## src/rtl/graph_degeneracy_order_defines.svh

```systemverilog
`ifndef GRAPH_DEGENERACY_ORDER_DEFINES_SVH
`define GRAPH_DEGENERACY_ORDER_DEFINES_SVH

// Same-cycle implication, sampled on clk, off while rst_n is low.
`define GDO_ASSERT_IMP(label, ante, cons, msg) \
  label: assert property (@(posedge clk) disable iff (!rst_n) (ante) |-> (cons)) \
    else $error(msg);

// Next-cycle implication, sampled on clk, off while rst_n is low.
`define GDO_ASSERT_NXT(label, ante, cons, msg) \
  label: assert property (@(posedge clk) disable iff (!rst_n) (ante) |=> (cons)) \
    else $error(msg);

`endif

```

## src/rtl/gdo_pkg.sv

```systemverilog
`timescale 1ns / 1ps
`default_nettype none

package gdo_pkg;

  localparam int ACT_W = 2;
  localparam int VTX_W = 5;
  localparam int DEG_W = 5;
  localparam int CFG_W = 6;

  localparam logic [ACT_W-1:0] ACT_ADD   = 2'd0;
  localparam logic [ACT_W-1:0] ACT_RUN   = 2'd1;
  localparam logic [ACT_W-1:0] ACT_CLEAR = 2'd2;

  localparam logic [CFG_W-1:0] VC_RESET = 6'd32;

  typedef enum logic [2:0] {
    ST_IDLE,
    ST_ADD_A,
    ST_ADD_B,
    ST_ADD_W,
    ST_INIT,
    ST_EMIT,
    ST_SCAN
  } gdo_state_t;

  typedef enum logic [1:0] {
    ADJ_A,
    ADJ_B,
    ADJ_IDX,
    ADJ_BEST
  } adj_sel_t;

  typedef struct packed {
    logic     latch_in;
    logic     clear;
    logic     run_start;
    logic     sweep_start;
    logic     sweep_en;
    logic     init_mode;
    logic     adj_rd;
    adj_sel_t adj_sel;
    logic     wr_a;
    logic     wr_b;
    logic     emit;
  } gdo_cmd_t;

  typedef struct packed {
    logic edge_ok;
    logic dup;
    logic n_zero;
    logic sweep_done;
    logic last_step;
  } gdo_sts_t;

endpackage

`default_nettype wire

```

## src/rtl/gdo_ctrl.sv

```systemverilog
`timescale 1ns / 1ps
`default_nettype none

module gdo_ctrl (
  input  wire logic                      clk,
  input  wire logic                      rst_n,
  input  wire logic                      start,
  input  wire logic [gdo_pkg::ACT_W-1:0] in_action,
  input  wire gdo_pkg::gdo_sts_t         sts,
  output gdo_pkg::gdo_cmd_t              cmd,
  output logic                           busy
);
  import gdo_pkg::*;

  gdo_state_t state_r;
  gdo_state_t state_nxt;

  always_ff @(posedge clk) begin
    if (!rst_n) begin
      state_r <= ST_IDLE;
    end else begin
      state_r <= state_nxt;
    end
  end

  // next state
  always_comb begin
    state_nxt = state_r;
    case (state_r)
      ST_IDLE: begin
        if (start) begin
          case (in_action)
            ACT_ADD: state_nxt = ST_ADD_A;
            ACT_RUN: state_nxt = sts.n_zero ? ST_IDLE : ST_INIT;
            default: state_nxt = ST_IDLE;
          endcase
        end
      end
      ST_ADD_A: state_nxt = sts.edge_ok ? ST_ADD_B : ST_IDLE;
      ST_ADD_B: state_nxt = sts.dup ? ST_IDLE : ST_ADD_W;
      ST_ADD_W: state_nxt = ST_IDLE;
      ST_INIT:  state_nxt = sts.sweep_done ? ST_EMIT : ST_INIT;
      ST_EMIT:  state_nxt = sts.last_step ? ST_IDLE : ST_SCAN;
      ST_SCAN:  state_nxt = sts.sweep_done ? ST_EMIT : ST_SCAN;
      default:  state_nxt = ST_IDLE;
    endcase
  end

  // outputs
  always_comb begin
    cmd = '0;
    case (state_r)
      ST_IDLE: begin
        if (start) begin
          cmd.latch_in = 1'b1;
          case (in_action)
            ACT_RUN: begin
              cmd.run_start   = 1'b1;
              cmd.sweep_start = 1'b1;
            end
            ACT_CLEAR: cmd.clear = 1'b1;
            default: ;
          endcase
        end
      end
      ST_ADD_A: begin
        cmd.adj_rd  = 1'b1;
        cmd.adj_sel = ADJ_A;
      end
      ST_ADD_B: begin
        cmd.wr_a    = !sts.dup;
        cmd.adj_rd  = 1'b1;
        cmd.adj_sel = ADJ_B;
      end
      ST_ADD_W: cmd.wr_b = 1'b1;
      ST_INIT: begin
        cmd.sweep_en  = 1'b1;
        cmd.init_mode = 1'b1;
        cmd.adj_rd    = 1'b1;
        cmd.adj_sel   = ADJ_IDX;
      end
      ST_EMIT: begin
        cmd.emit        = 1'b1;
        cmd.sweep_start = 1'b1;
        cmd.adj_rd      = 1'b1;
        cmd.adj_sel     = ADJ_BEST;
      end
      ST_SCAN: cmd.sweep_en = 1'b1;
      default: ;
    endcase
  end

  assign busy = (state_r != ST_IDLE);

endmodule

`default_nettype wire

```

## src/rtl/gdo_datapath.sv

```systemverilog
`timescale 1ns / 1ps
`default_nettype none
`include "graph_degeneracy_order_defines.svh"

module gdo_datapath #(
  parameter int MAX_VERTICES = 32
) (
  input  wire logic                      clk,
  input  wire logic                      rst_n,
  input  wire gdo_pkg::gdo_cmd_t         cmd,
  output gdo_pkg::gdo_sts_t              sts,
  input  wire logic [gdo_pkg::CFG_W-1:0] cfg_count,
  input  wire logic [gdo_pkg::VTX_W-1:0] in_vertex_a,
  input  wire logic [gdo_pkg::VTX_W-1:0] in_vertex_b,
  output logic                           out_strobe,
  output logic [gdo_pkg::VTX_W-1:0]      out_removed_vertex,
  output logic [gdo_pkg::DEG_W-1:0]      out_removal_degree,
  output logic [gdo_pkg::DEG_W-1:0]      out_degeneracy,
  output logic                           out_last
);
  import gdo_pkg::*;

  localparam int IW  = $clog2(MAX_VERTICES);
  localparam int NW  = $clog2(MAX_VERTICES + 1);
  localparam int NCH = (MAX_VERTICES + 7) / 8;
  localparam int PW  = NCH * 8;

  // effective vertex count, saturated to MAX_VERTICES
  logic [6:0]              n_ext;
  logic [NW-1:0]           n;
  logic [MAX_VERTICES-1:0] amask;

  assign n_ext = ({1'b0, cfg_count} > 7'(MAX_VERTICES)) ? 7'(MAX_VERTICES)
                                                        : {1'b0, cfg_count};
  assign n = NW'(n_ext);

  always_comb begin
    for (int i = 0; i < MAX_VERTICES; i++) begin
      amask[i] = (i < int'(n));
    end
  end

  // latched edge endpoints
  logic [VTX_W-1:0] a_r, b_r;
  logic [IW-1:0]    a_idx, b_idx;

  always_ff @(posedge clk) begin
    if (cmd.latch_in) begin
      a_r <= in_vertex_a;
      b_r <= in_vertex_b;
    end
  end

  assign a_idx = IW'(a_r);
  assign b_idx = IW'(b_r);

  // adjacency memory, row valid bits stand in for the clear
  logic [MAX_VERTICES-1:0] adj_mem [MAX_VERTICES];
  logic [MAX_VERTICES-1:0] row_valid_r;
  logic [MAX_VERTICES-1:0] adj_q_r;
  logic                    adj_qv_r;
  logic [MAX_VERTICES-1:0] adj_row;
  logic [IW-1:0]           adj_raddr;
  logic [IW-1:0]           adj_waddr;
  logic [MAX_VERTICES-1:0] adj_wdata;
  logic                    adj_we;
  logic [MAX_VERTICES-1:0] one_vec;

  // sweep and min search state
  logic [NW-1:0]           i_r;
  logic                    p_vld_r;
  logic [IW-1:0]           p_idx_r;
  logic                    issue;
  logic                    found_r;
  logic [IW-1:0]           best_r;
  logic [IW-1:0]           best_deg_r;
  logic [MAX_VERTICES-1:0] removed_r;
  logic [IW-1:0]           max_r;
  logic [IW-1:0]           new_max;
  logic [NW-1:0]           step_r;

  assign one_vec = {{(MAX_VERTICES-1){1'b0}}, 1'b1};

  always_comb begin
    case (cmd.adj_sel)
      ADJ_A:    adj_raddr = a_idx;
      ADJ_B:    adj_raddr = b_idx;
      ADJ_IDX:  adj_raddr = i_r[IW-1:0];
      ADJ_BEST: adj_raddr = best_r;
      default:  adj_raddr = '0;
    endcase
  end

  always_ff @(posedge clk) begin
    if (cmd.adj_rd) begin
      adj_q_r  <= adj_mem[adj_raddr];
      adj_qv_r <= row_valid_r[adj_raddr];
    end
  end

  assign adj_row   = adj_qv_r ? adj_q_r : '0;
  assign adj_we    = cmd.wr_a | cmd.wr_b;
  assign adj_waddr = cmd.wr_a ? a_idx : b_idx;
  assign adj_wdata = adj_row | (one_vec << (cmd.wr_a ? b_idx : a_idx));

  always_ff @(posedge clk) begin
    if (adj_we) begin
      adj_mem[adj_waddr] <= adj_wdata;
    end
  end

  always_ff @(posedge clk) begin
    if (!rst_n) begin
      row_valid_r <= '0;
    end else if (cmd.clear) begin
      row_valid_r <= '0;
    end else if (adj_we) begin
      row_valid_r <= row_valid_r | (one_vec << adj_waddr);
    end
  end

  // masked popcount of the row read back: bytes first, then the byte sums
  logic [PW-1:0] pc_row;
  logic [3:0]    chunk_cnt;
  logic [NW-1:0] pc_sum;

  always_comb begin
    pc_row = PW'(adj_row & amask);
    pc_sum = '0;
    chunk_cnt = '0;
    for (int c = 0; c < NCH; c++) begin
      chunk_cnt = '0;
      for (int k = 0; k < 8; k++) begin
        chunk_cnt = chunk_cnt + 4'(pc_row[c*8+k]);
      end
      pc_sum = pc_sum + NW'(chunk_cnt);
    end
  end

  // degree memory
  logic [IW-1:0] deg_mem [MAX_VERTICES];
  logic [IW-1:0] deg_q_r;
  logic          dec;
  logic [IW-1:0] val;
  logic          cand;

  assign issue = cmd.sweep_en && (i_r < n);

  always_ff @(posedge clk) begin
    if (issue && !cmd.init_mode) begin
      deg_q_r <= deg_mem[i_r[IW-1:0]];
    end
  end

  assign dec  = adj_row[p_idx_r] & !removed_r[p_idx_r] & (deg_q_r != '0);
  assign val  = cmd.init_mode ? IW'(pc_sum) : (deg_q_r - IW'(dec));
  assign cand = p_vld_r && !removed_r[p_idx_r];

  always_ff @(posedge clk) begin
    if (p_vld_r) begin
      deg_mem[p_idx_r] <= val;
    end
  end

  always_ff @(posedge clk) begin
    if (!rst_n) begin
      i_r     <= '0;
      p_vld_r <= 1'b0;
    end else if (cmd.sweep_start) begin
      i_r     <= '0;
      p_vld_r <= 1'b0;
    end else if (cmd.sweep_en) begin
      p_vld_r <= issue;
      if (issue) begin
        i_r <= i_r + NW'(1);
      end
    end
  end

  always_ff @(posedge clk) begin
    if (issue) begin
      p_idx_r <= i_r[IW-1:0];
    end
  end

  // lowest degree wins, strict compare keeps the lowest index on ties
  always_ff @(posedge clk) begin
    if (!rst_n) begin
      found_r <= 1'b0;
    end else if (cmd.sweep_start) begin
      found_r <= 1'b0;
    end else if (cand && (!found_r || val < best_deg_r)) begin
      found_r <= 1'b1;
    end
  end

  always_ff @(posedge clk) begin
    if (!cmd.sweep_start && cand && (!found_r || val < best_deg_r)) begin
      best_r     <= p_idx_r;
      best_deg_r <= val;
    end
  end

  assign new_max = (best_deg_r > max_r) ? best_deg_r : max_r;

  always_ff @(posedge clk) begin
    if (!rst_n) begin
      removed_r <= '0;
      max_r     <= '0;
      step_r    <= '0;
    end else if (cmd.run_start) begin
      removed_r <= '0;
      max_r     <= '0;
      step_r    <= '0;
    end else if (cmd.emit) begin
      removed_r <= removed_r | (one_vec << best_r);
      max_r     <= new_max;
      step_r    <= step_r + NW'(1);
    end
  end

  // result register
  logic             out_vld_r;
  logic [VTX_W-1:0] out_vertex_r;
  logic [DEG_W-1:0] out_deg_r;
  logic [DEG_W-1:0] out_dgn_r;
  logic             out_last_r;

  always_ff @(posedge clk) begin
    if (!rst_n) begin
      out_vld_r <= 1'b0;
    end else begin
      out_vld_r <= cmd.emit;
    end
  end

  always_ff @(posedge clk) begin
    if (cmd.emit) begin
      out_vertex_r <= VTX_W'(best_r);
      out_deg_r    <= DEG_W'(best_deg_r);
      out_dgn_r    <= DEG_W'(new_max);
      out_last_r   <= sts.last_step;
    end
  end

  assign out_strobe         = out_vld_r;
  assign out_removed_vertex = out_vertex_r;
  assign out_removal_degree = out_deg_r;
  assign out_degeneracy     = out_dgn_r;
  assign out_last           = out_last_r;

  // status
  assign sts.edge_ok    = (a_r != b_r) && ({2'b00, a_r} < n_ext) && ({2'b00, b_r} < n_ext);
  assign sts.dup        = adj_row[b_idx];
  assign sts.n_zero     = (n == '0);
  assign sts.sweep_done = (i_r == n) && !p_vld_r;
  assign sts.last_step  = ((step_r + NW'(1)) == n);

  `GDO_ASSERT_IMP(a_emit_found, cmd.emit, found_r, "removal without a candidate")
  `GDO_ASSERT_IMP(a_emit_fresh, cmd.emit, !removed_r[best_r], "vertex removed twice")
  `GDO_ASSERT_NXT(a_emit_count, cmd.emit && !cmd.run_start,
                  $countones(removed_r) == $past($countones(removed_r)) + 1,
                  "removed set did not grow by one")
  `GDO_ASSERT_IMP(a_out_range, out_vld_r, {2'b00, out_vertex_r} < n_ext,
                  "result vertex outside active range")

endmodule

`default_nettype wire

```

## src/rtl/graph_degeneracy_order.sv

```systemverilog
`timescale 1ns / 1ps
`default_nettype none

// Edge beat: busy through states ADD_A, ADD_B and ADD_W (an ignored edge ends early);
// clear beat: done at acceptance. Run beat, n = effective vertex count: a degree init
// sweep, then one result strobe per removal (one removal, then a sweep of the degree
// memory at one read per cycle). Results cannot be stalled: one strobe cycle each.
// Reset (rst_n low, synchronous): graph emptied via row valid bits, vertex_count = 32.

module graph_degeneracy_order #(
  parameter int MAX_VERTICES = 32
) (
  input  wire logic                      clk,
  input  wire logic                      rst_n,
  // command channel
  input  wire logic                      start,
  output logic                           busy,
  input  wire logic [gdo_pkg::ACT_W-1:0] in_action,
  input  wire logic [gdo_pkg::VTX_W-1:0] in_vertex_a,
  input  wire logic [gdo_pkg::VTX_W-1:0] in_vertex_b,
  // result channel
  output logic                           out_strobe,
  output logic [gdo_pkg::VTX_W-1:0]      out_removed_vertex,
  output logic [gdo_pkg::DEG_W-1:0]      out_removal_degree,
  output logic [gdo_pkg::DEG_W-1:0]      out_degeneracy,
  output logic                           out_last,
  // configuration channel
  input  wire logic                      cfg_valid,
  output logic                           cfg_ready,
  input  wire logic [gdo_pkg::CFG_W-1:0] cfg_vertex_count
);
  import gdo_pkg::*;

  // vertex_count register, always ready; user keeps writes to idle, block does not enforce
  logic [CFG_W-1:0] vc_r;

  assign cfg_ready = 1'b1;

  always_ff @(posedge clk) begin
    if (!rst_n) begin
      vc_r <= VC_RESET;
    end else if (cfg_valid && cfg_ready) begin
      vc_r <= cfg_vertex_count;
    end
  end

  gdo_cmd_t cmd;
  gdo_sts_t sts;

  // sequencer: edge load, clear, init sweep, remove/scan loop
  gdo_ctrl u_ctrl (
    .clk       (clk),
    .rst_n     (rst_n),
    .start     (start),
    .in_action (in_action),
    .sts       (sts),
    .cmd       (cmd),
    .busy      (busy)
  );

  // adjacency and degree memories, min search, result register
  gdo_datapath #(
    .MAX_VERTICES (MAX_VERTICES)
  ) u_datapath (
    .clk                (clk),
    .rst_n              (rst_n),
    .cmd                (cmd),
    .sts                (sts),
    .cfg_count          (vc_r),
    .in_vertex_a        (in_vertex_a),
    .in_vertex_b        (in_vertex_b),
    .out_strobe         (out_strobe),
    .out_removed_vertex (out_removed_vertex),
    .out_removal_degree (out_removal_degree),
    .out_degeneracy     (out_degeneracy),
    .out_last           (out_last)
  );

endmodule

`default_nettype wire
```

## config.mk

```make
export PLATFORM = sky130hd
export DESIGN_NAME = graph_degeneracy_order
export DESIGN_NICKNAME = d
export VERILOG_FILES = /design/src/rtl/gdo_pkg.sv /design/src/rtl/gdo_ctrl.sv /design/src/rtl/gdo_datapath.sv /design/src/rtl/graph_degeneracy_order.sv
export VERILOG_INCLUDE_DIRS = /design/src /design/src/rtl
export SDC_FILE = /design/constraint.sdc
export NUM_CORES = 2
export LEC_CHECK = 0
export ABC_AREA = 0
export BUFFER_PORTS_ARGS = -buffer_cell sky130_fd_sc_hd__buf_2
export CORE_MARGIN = 5
export CORE_UTILIZATION = 52
export DETAILED_ROUTE_END_ITERATION = 10
export PLACE_DENSITY = 0.65
export RECOVER_POWER = 100
export SYNTH_ARGS = -nofsm -noshare
export SYNTH_HDL_FRONTEND = slang
export SYNTH_HIERARCHICAL = 1
export SYNTH_SLANG_ARGS = --single-unit
export TNS_END_PERCENT = 50
```

## constraint.sdc

```tcl
create_clock -name clk -period 10.4 [get_ports clk]
set_clock_uncertainty 0.05 [all_clocks]
set_input_delay 1.04 -clock clk [delete_from_list [all_inputs] [get_ports clk]]
set_output_delay 1.04 -clock clk [all_outputs]
set_load 0.02 [all_outputs]
```

==> qor_table.md <==
| Quantity | Value | Unit |
|---|---|---|
| Total number of nets in the final design | 4,008 | - |
| Setup Total Neg Slack | 0 | ns |
| Initial drt markers | 3,882 | - |
| Number of H-tree branching levels | 4 | - |
| Average size of a mapped cell | 14.3 | sq um |
| Required time at the worst-slack endpoint | 10.61 | ns |
| Total global routing overflow | 0 | - |
| Core region area | 107,000 | sq um |
| Cell type with the largest total area after synthesis | edfxtp_1 | - |
| Count of cells along the worst hold path | 1 | - |
| Post-route DRC violation count | 0 | - |
| Die Wd | 338 | microns |
| Worst max-slew margin expressed relative to the limit | -156 | % |
| Detailed-placement wirelength estimate | 77,100 | microns |
| Ys async rst share | 0 | % |
| Clock net sink count | 1,356 | - |
| Critical Path Fanout Max | 31 | - |
| Clock-pin transition on the worst setup and hold timing paths | 0.06 | ns |
| Warnings, synthesis | 6 | - |
| Main area contributors after synthesis | edfxtp_1 (68%), nand2_1 (4.1%), a211oi_1 (3.6%) | - |
| Number of different library cells in the post-synthesis netlist | 59 | - |
| Category of the most critical setup path | reg2reg | - |
| Library cell with the highest instance count after synthesis | edfxtp_1 | - |
| Kind of path behind the tightest hold check | reg2reg | - |
| Number of failing hold endpoints at the final stage | 0 | - |
| PD cells | 222 | nW/um^2 |
| EDFF count, synth | 1,263 | - |
| Slowest-stage cell, CP | clkbuf_1 | - |
| Count of port buffers added during placement | 39 | - |
| Top-area cell type share of the netlist area | 67.7 | % |
| Initial Utilization | 52.3 | % |
| Peak ir drop on the vdd network | 234 | uV |
| Vias per inst | 6.18 | - |
| Setup slack at placement | 2.60 | ns |
| RSZ-0062 raised after global routing | false | - |
| Clock network latency to the later pin of the worst-skew pair | 0.76 | ns |
| Total routed wirelength | 147,000 | microns |
| CP Launch Type | flop | - |
| Total of flip-flops plus latches after synthesis | 1,356 | - |
| Max-slew violation count | 2,123 | - |
| Routability cong. | 0.897 | - |
| Peak per-stage delay on the critical path | 2.66 | ns |
| Total routing resource utilization after global routing | 25.2 | % |
| Largest net degree at the start of global routing | 209 | - |
| Period utilization | 85.0 | % |
| Data arrival time of the worst path | 9.05 | ns |
| Cell depth of the worst flop-to-flop path | 12 | - |
| FMAX | 113 | MHz |
| Status | complete, but fails checks | - |
| Wire length per cell after detailed routing | 27.1 | microns |
| Family with the most delay on the worst path | buffers and inverters | - |
| Start of the worst register-to-register path | u_datapath/b_idx[1]$_DFFE_PP_ | - |
| Fraction of final layout cells sized beyond drive strength 1 | 9.37 | % |
| Area of the die | 114,000 | sq um |
| Register-to-Register Setup Slack | 1.56 | ns |
| Cells resized by post-CTS repair | 0 | - |
| Total CTS buffers | 141 | - |
| Endpoint of the worst hold path | u_datapath/row_valid_r[14]$_SDFFE_PP0P_ | - |
| Buffer depth of the longest clock path | 3 | - |
| Reg-to-Reg End | u_datapath/adj_mem[14][2]$_DFFE_PP_ | - |
| Critical Path Start | u_datapath/b_idx[1]$_DFFE_PP_ | - |
| Critical path endpoint category | flop | - |
| Die Span Y | 338 | microns |
| Final WS setup | 1.56 | ns |
| Most frequently used flop master after synthesis | edfxtp_1 | - |
| Slew at the pin with the worst max-slew slack | 3.84 | ns |
| Post-CTS setup buffer count | 0 | - |
| Synth-to-layout area growth | 10.0 | % |
| Core Rows | 120 | - |
| Post-detailed-route count of antenna-violating nets | 0 | - |
| Pre-Repair DR Iteration Count | 5 | - |
| Worst Path Buf+Inv | 3 | - |
| Sequential area share after synthesis | 71.1 | % |
| Gate count of the mapped netlist | 3,924 | - |
| Critical path cell sequence | clkbuf_1 > mux4_2 > mux4_2 > nand2_1 > a21boi_0 > nor2b_1 > and2_0 > inv_1 > o21ai_0 > nand2_1 > nor2_1 > clkbuf_1 | - |
| Via count | 33,620 | - |
| Mapped cell area | 56,000 | sq um |
| Clock tree from TritonCTS | built | - |
| Most used standard cells in the synthesized netlist | edfxtp_1 (1,263), nand2_1 (615), a31oi_1 (269) | - |
| Number of I/O pins | 41 | - |
| Number of nets in the synthesized netlist | 4,004 | - |
| Worst Min Path Start | u_datapath/row_valid_r[14]$_SDFFE_PP0P_ | - |
| Failing checks | max-capacitance violations, max-slew violations | - |
| Number of failing setup endpoints in the final timing report | 0 | - |
| Root buf cell | clkbuf_16 | - |
| Total power after layout | 13.7 | mW |
| Initial antenna violation count | 5 | - |
| Final min period | 8.84 | ns |
| Standby leakage power | 19.8 | nW |
| Global-route wire length before repair | 214,000 | microns |
| Number of hold-repair buffers added at the cts stage | 0 | - |
| # Max-Cap Violations | 60 | - |
| Via count of the first global-routing pass | 31,656 | - |
==> worst register-to-register path, stage by stage, from the launching register on <==
cell and delay [ns]:
edfxtp_1 0.33, clkbuf_1 0.89, mux4_2 0.68, mux4_2 0.47
nand2_1 0.07, a21boi_0 0.20, nor2b_1 0.20, and2_0 1.15
inv_1 0.35, o21ai_0 0.51, nand2_1 0.20, nor2_1 0.54
clkbuf_1 2.66
==> kinds of logic (layout without fill, tap and decap cells) <==
group / Yosys count / after routing / synth area share (%)
other: 1 / 4 / 0.00670
buffers and inverters: 333 / 443 / 2.80
AND/OR/NAND/NOR: 1172 / 1172 / 10.0
AO/OA/AOI/OAI: 869 / 869 / 10.2
flip-flops: 1356 / 1356 / 71.1
adder cells (fa/ha/maj): 58 / 58 / 1.62
multiplexers: 107 / 107 / 3.79
XOR/XNOR: 28 / 28 / 0.438
==> registers in the layout, summed over array words and instances (netlist names), 6 cells and up <==
name	cells
u_datapath/adj_mem	1024
u_datapath/deg_mem	160
u_datapath/adj_q_r	32
u_datapath/removed_r	32
u_datapath/row_valid_r	32
u_datapath/i_r	6
u_datapath/step_r	6
vc_r	6
==> cells in the final DEF (no fill, tap or decap), drive strengths merged, types with 5 or more instances in the layout <==
cell type	n
xor2	16
nand3	14
clkinv	53
buf	50
a21oi	69
a21o	13
a31oi	269
nor2b	215
and2	69
mux2	8
o22ai	136
nand2b	14
or3	5
clkbuf	262
bufinv	9
inv	66
xnor2	12
edfxtp	1263
nand3b	10
mux2i	16
a211oi	265
and3	5
o21a	38
nor3	13
or2	8
nand2	615
nor2	151
fa	24
nor4	35
ha	34
mux4	83
dfxtp	93
nand4	5
o21ai	55
==> stage by stage <==
| step | util [%] | instances | instance area (sq um) | hold WS [ns] |
|---|---|---|---|---|
| floorplan | - | 3924 | 56000 | 0.374 |
| global placement | 54.0 | 5188 | 57800 | 0.391 |
| detailed placement | 54.0 | 5188 | 57800 | 0.395 |
| CTS | 58.2 | 5437 | 62300 | 0.393 |
| global route | 57.5 | 5439 | 61600 | 0.411 |
| finish | 57.5 | 5440 | 61600 | 0.409 |
==> final cells by class <==
| class | instances | area [sq um] |
|---|---|---|
| well taps | 1403 | 1760 |
| inverters | 62 | 233 |
| flip-flops and latches | 1356 | 39800 |
| diodes | 3 | 7.51 |
| clock inverters | 69 | 667 |
| repair buffers | 132 | 693 |
| fillers | 8448 | 45400 |
| clock buffers | 180 | 3810 |
| multi-input cells | 2235 | 14700 |
==> how the worst max path moves through the flow <==
stage                                            to  slack (ns)  cells after the start
5_1_grt        u_datapath/adj_mem[14][28]$_DFFE_PP_        1.08                     12
3_3_place_gp         u_datapath/best_r[0]$_DFFE_PP_        2.65                     23
6_report        u_datapath/adj_mem[14][2]$_DFFE_PP_        1.56                     12
3_5_place_dp         u_datapath/best_r[0]$_DFFE_PP_        2.60                     23
2_1_floorplan    u_datapath/best_deg_r[0]$_DFFE_PP_        2.37                     22
4_1_cts              u_datapath/best_r[3]$_DFFE_PP_        2.52                     23
==> power by group <==
part / switching, mW / total (mW) / leakage (nW) / internal, mW
combinational: 1.59 / 2.34 / 5.37 / 0.752
sequential: 0.0575 / 6.45 / 12.2 / 6.39
clock: 2.06 / 4.88 / 2.18 / 2.82
==> layer usage <==
metal	vias to the layer above	global-route usage [%]	part of all wire [%]
met1	16955	36.0	41
met2	1445	40.2	48
li1	14933	-	-
met3	287	3.85	7.9
met4	0	8.22	3.3
met5	-	0	0
No activity file was read; power rests on OpenSTA's default activity.
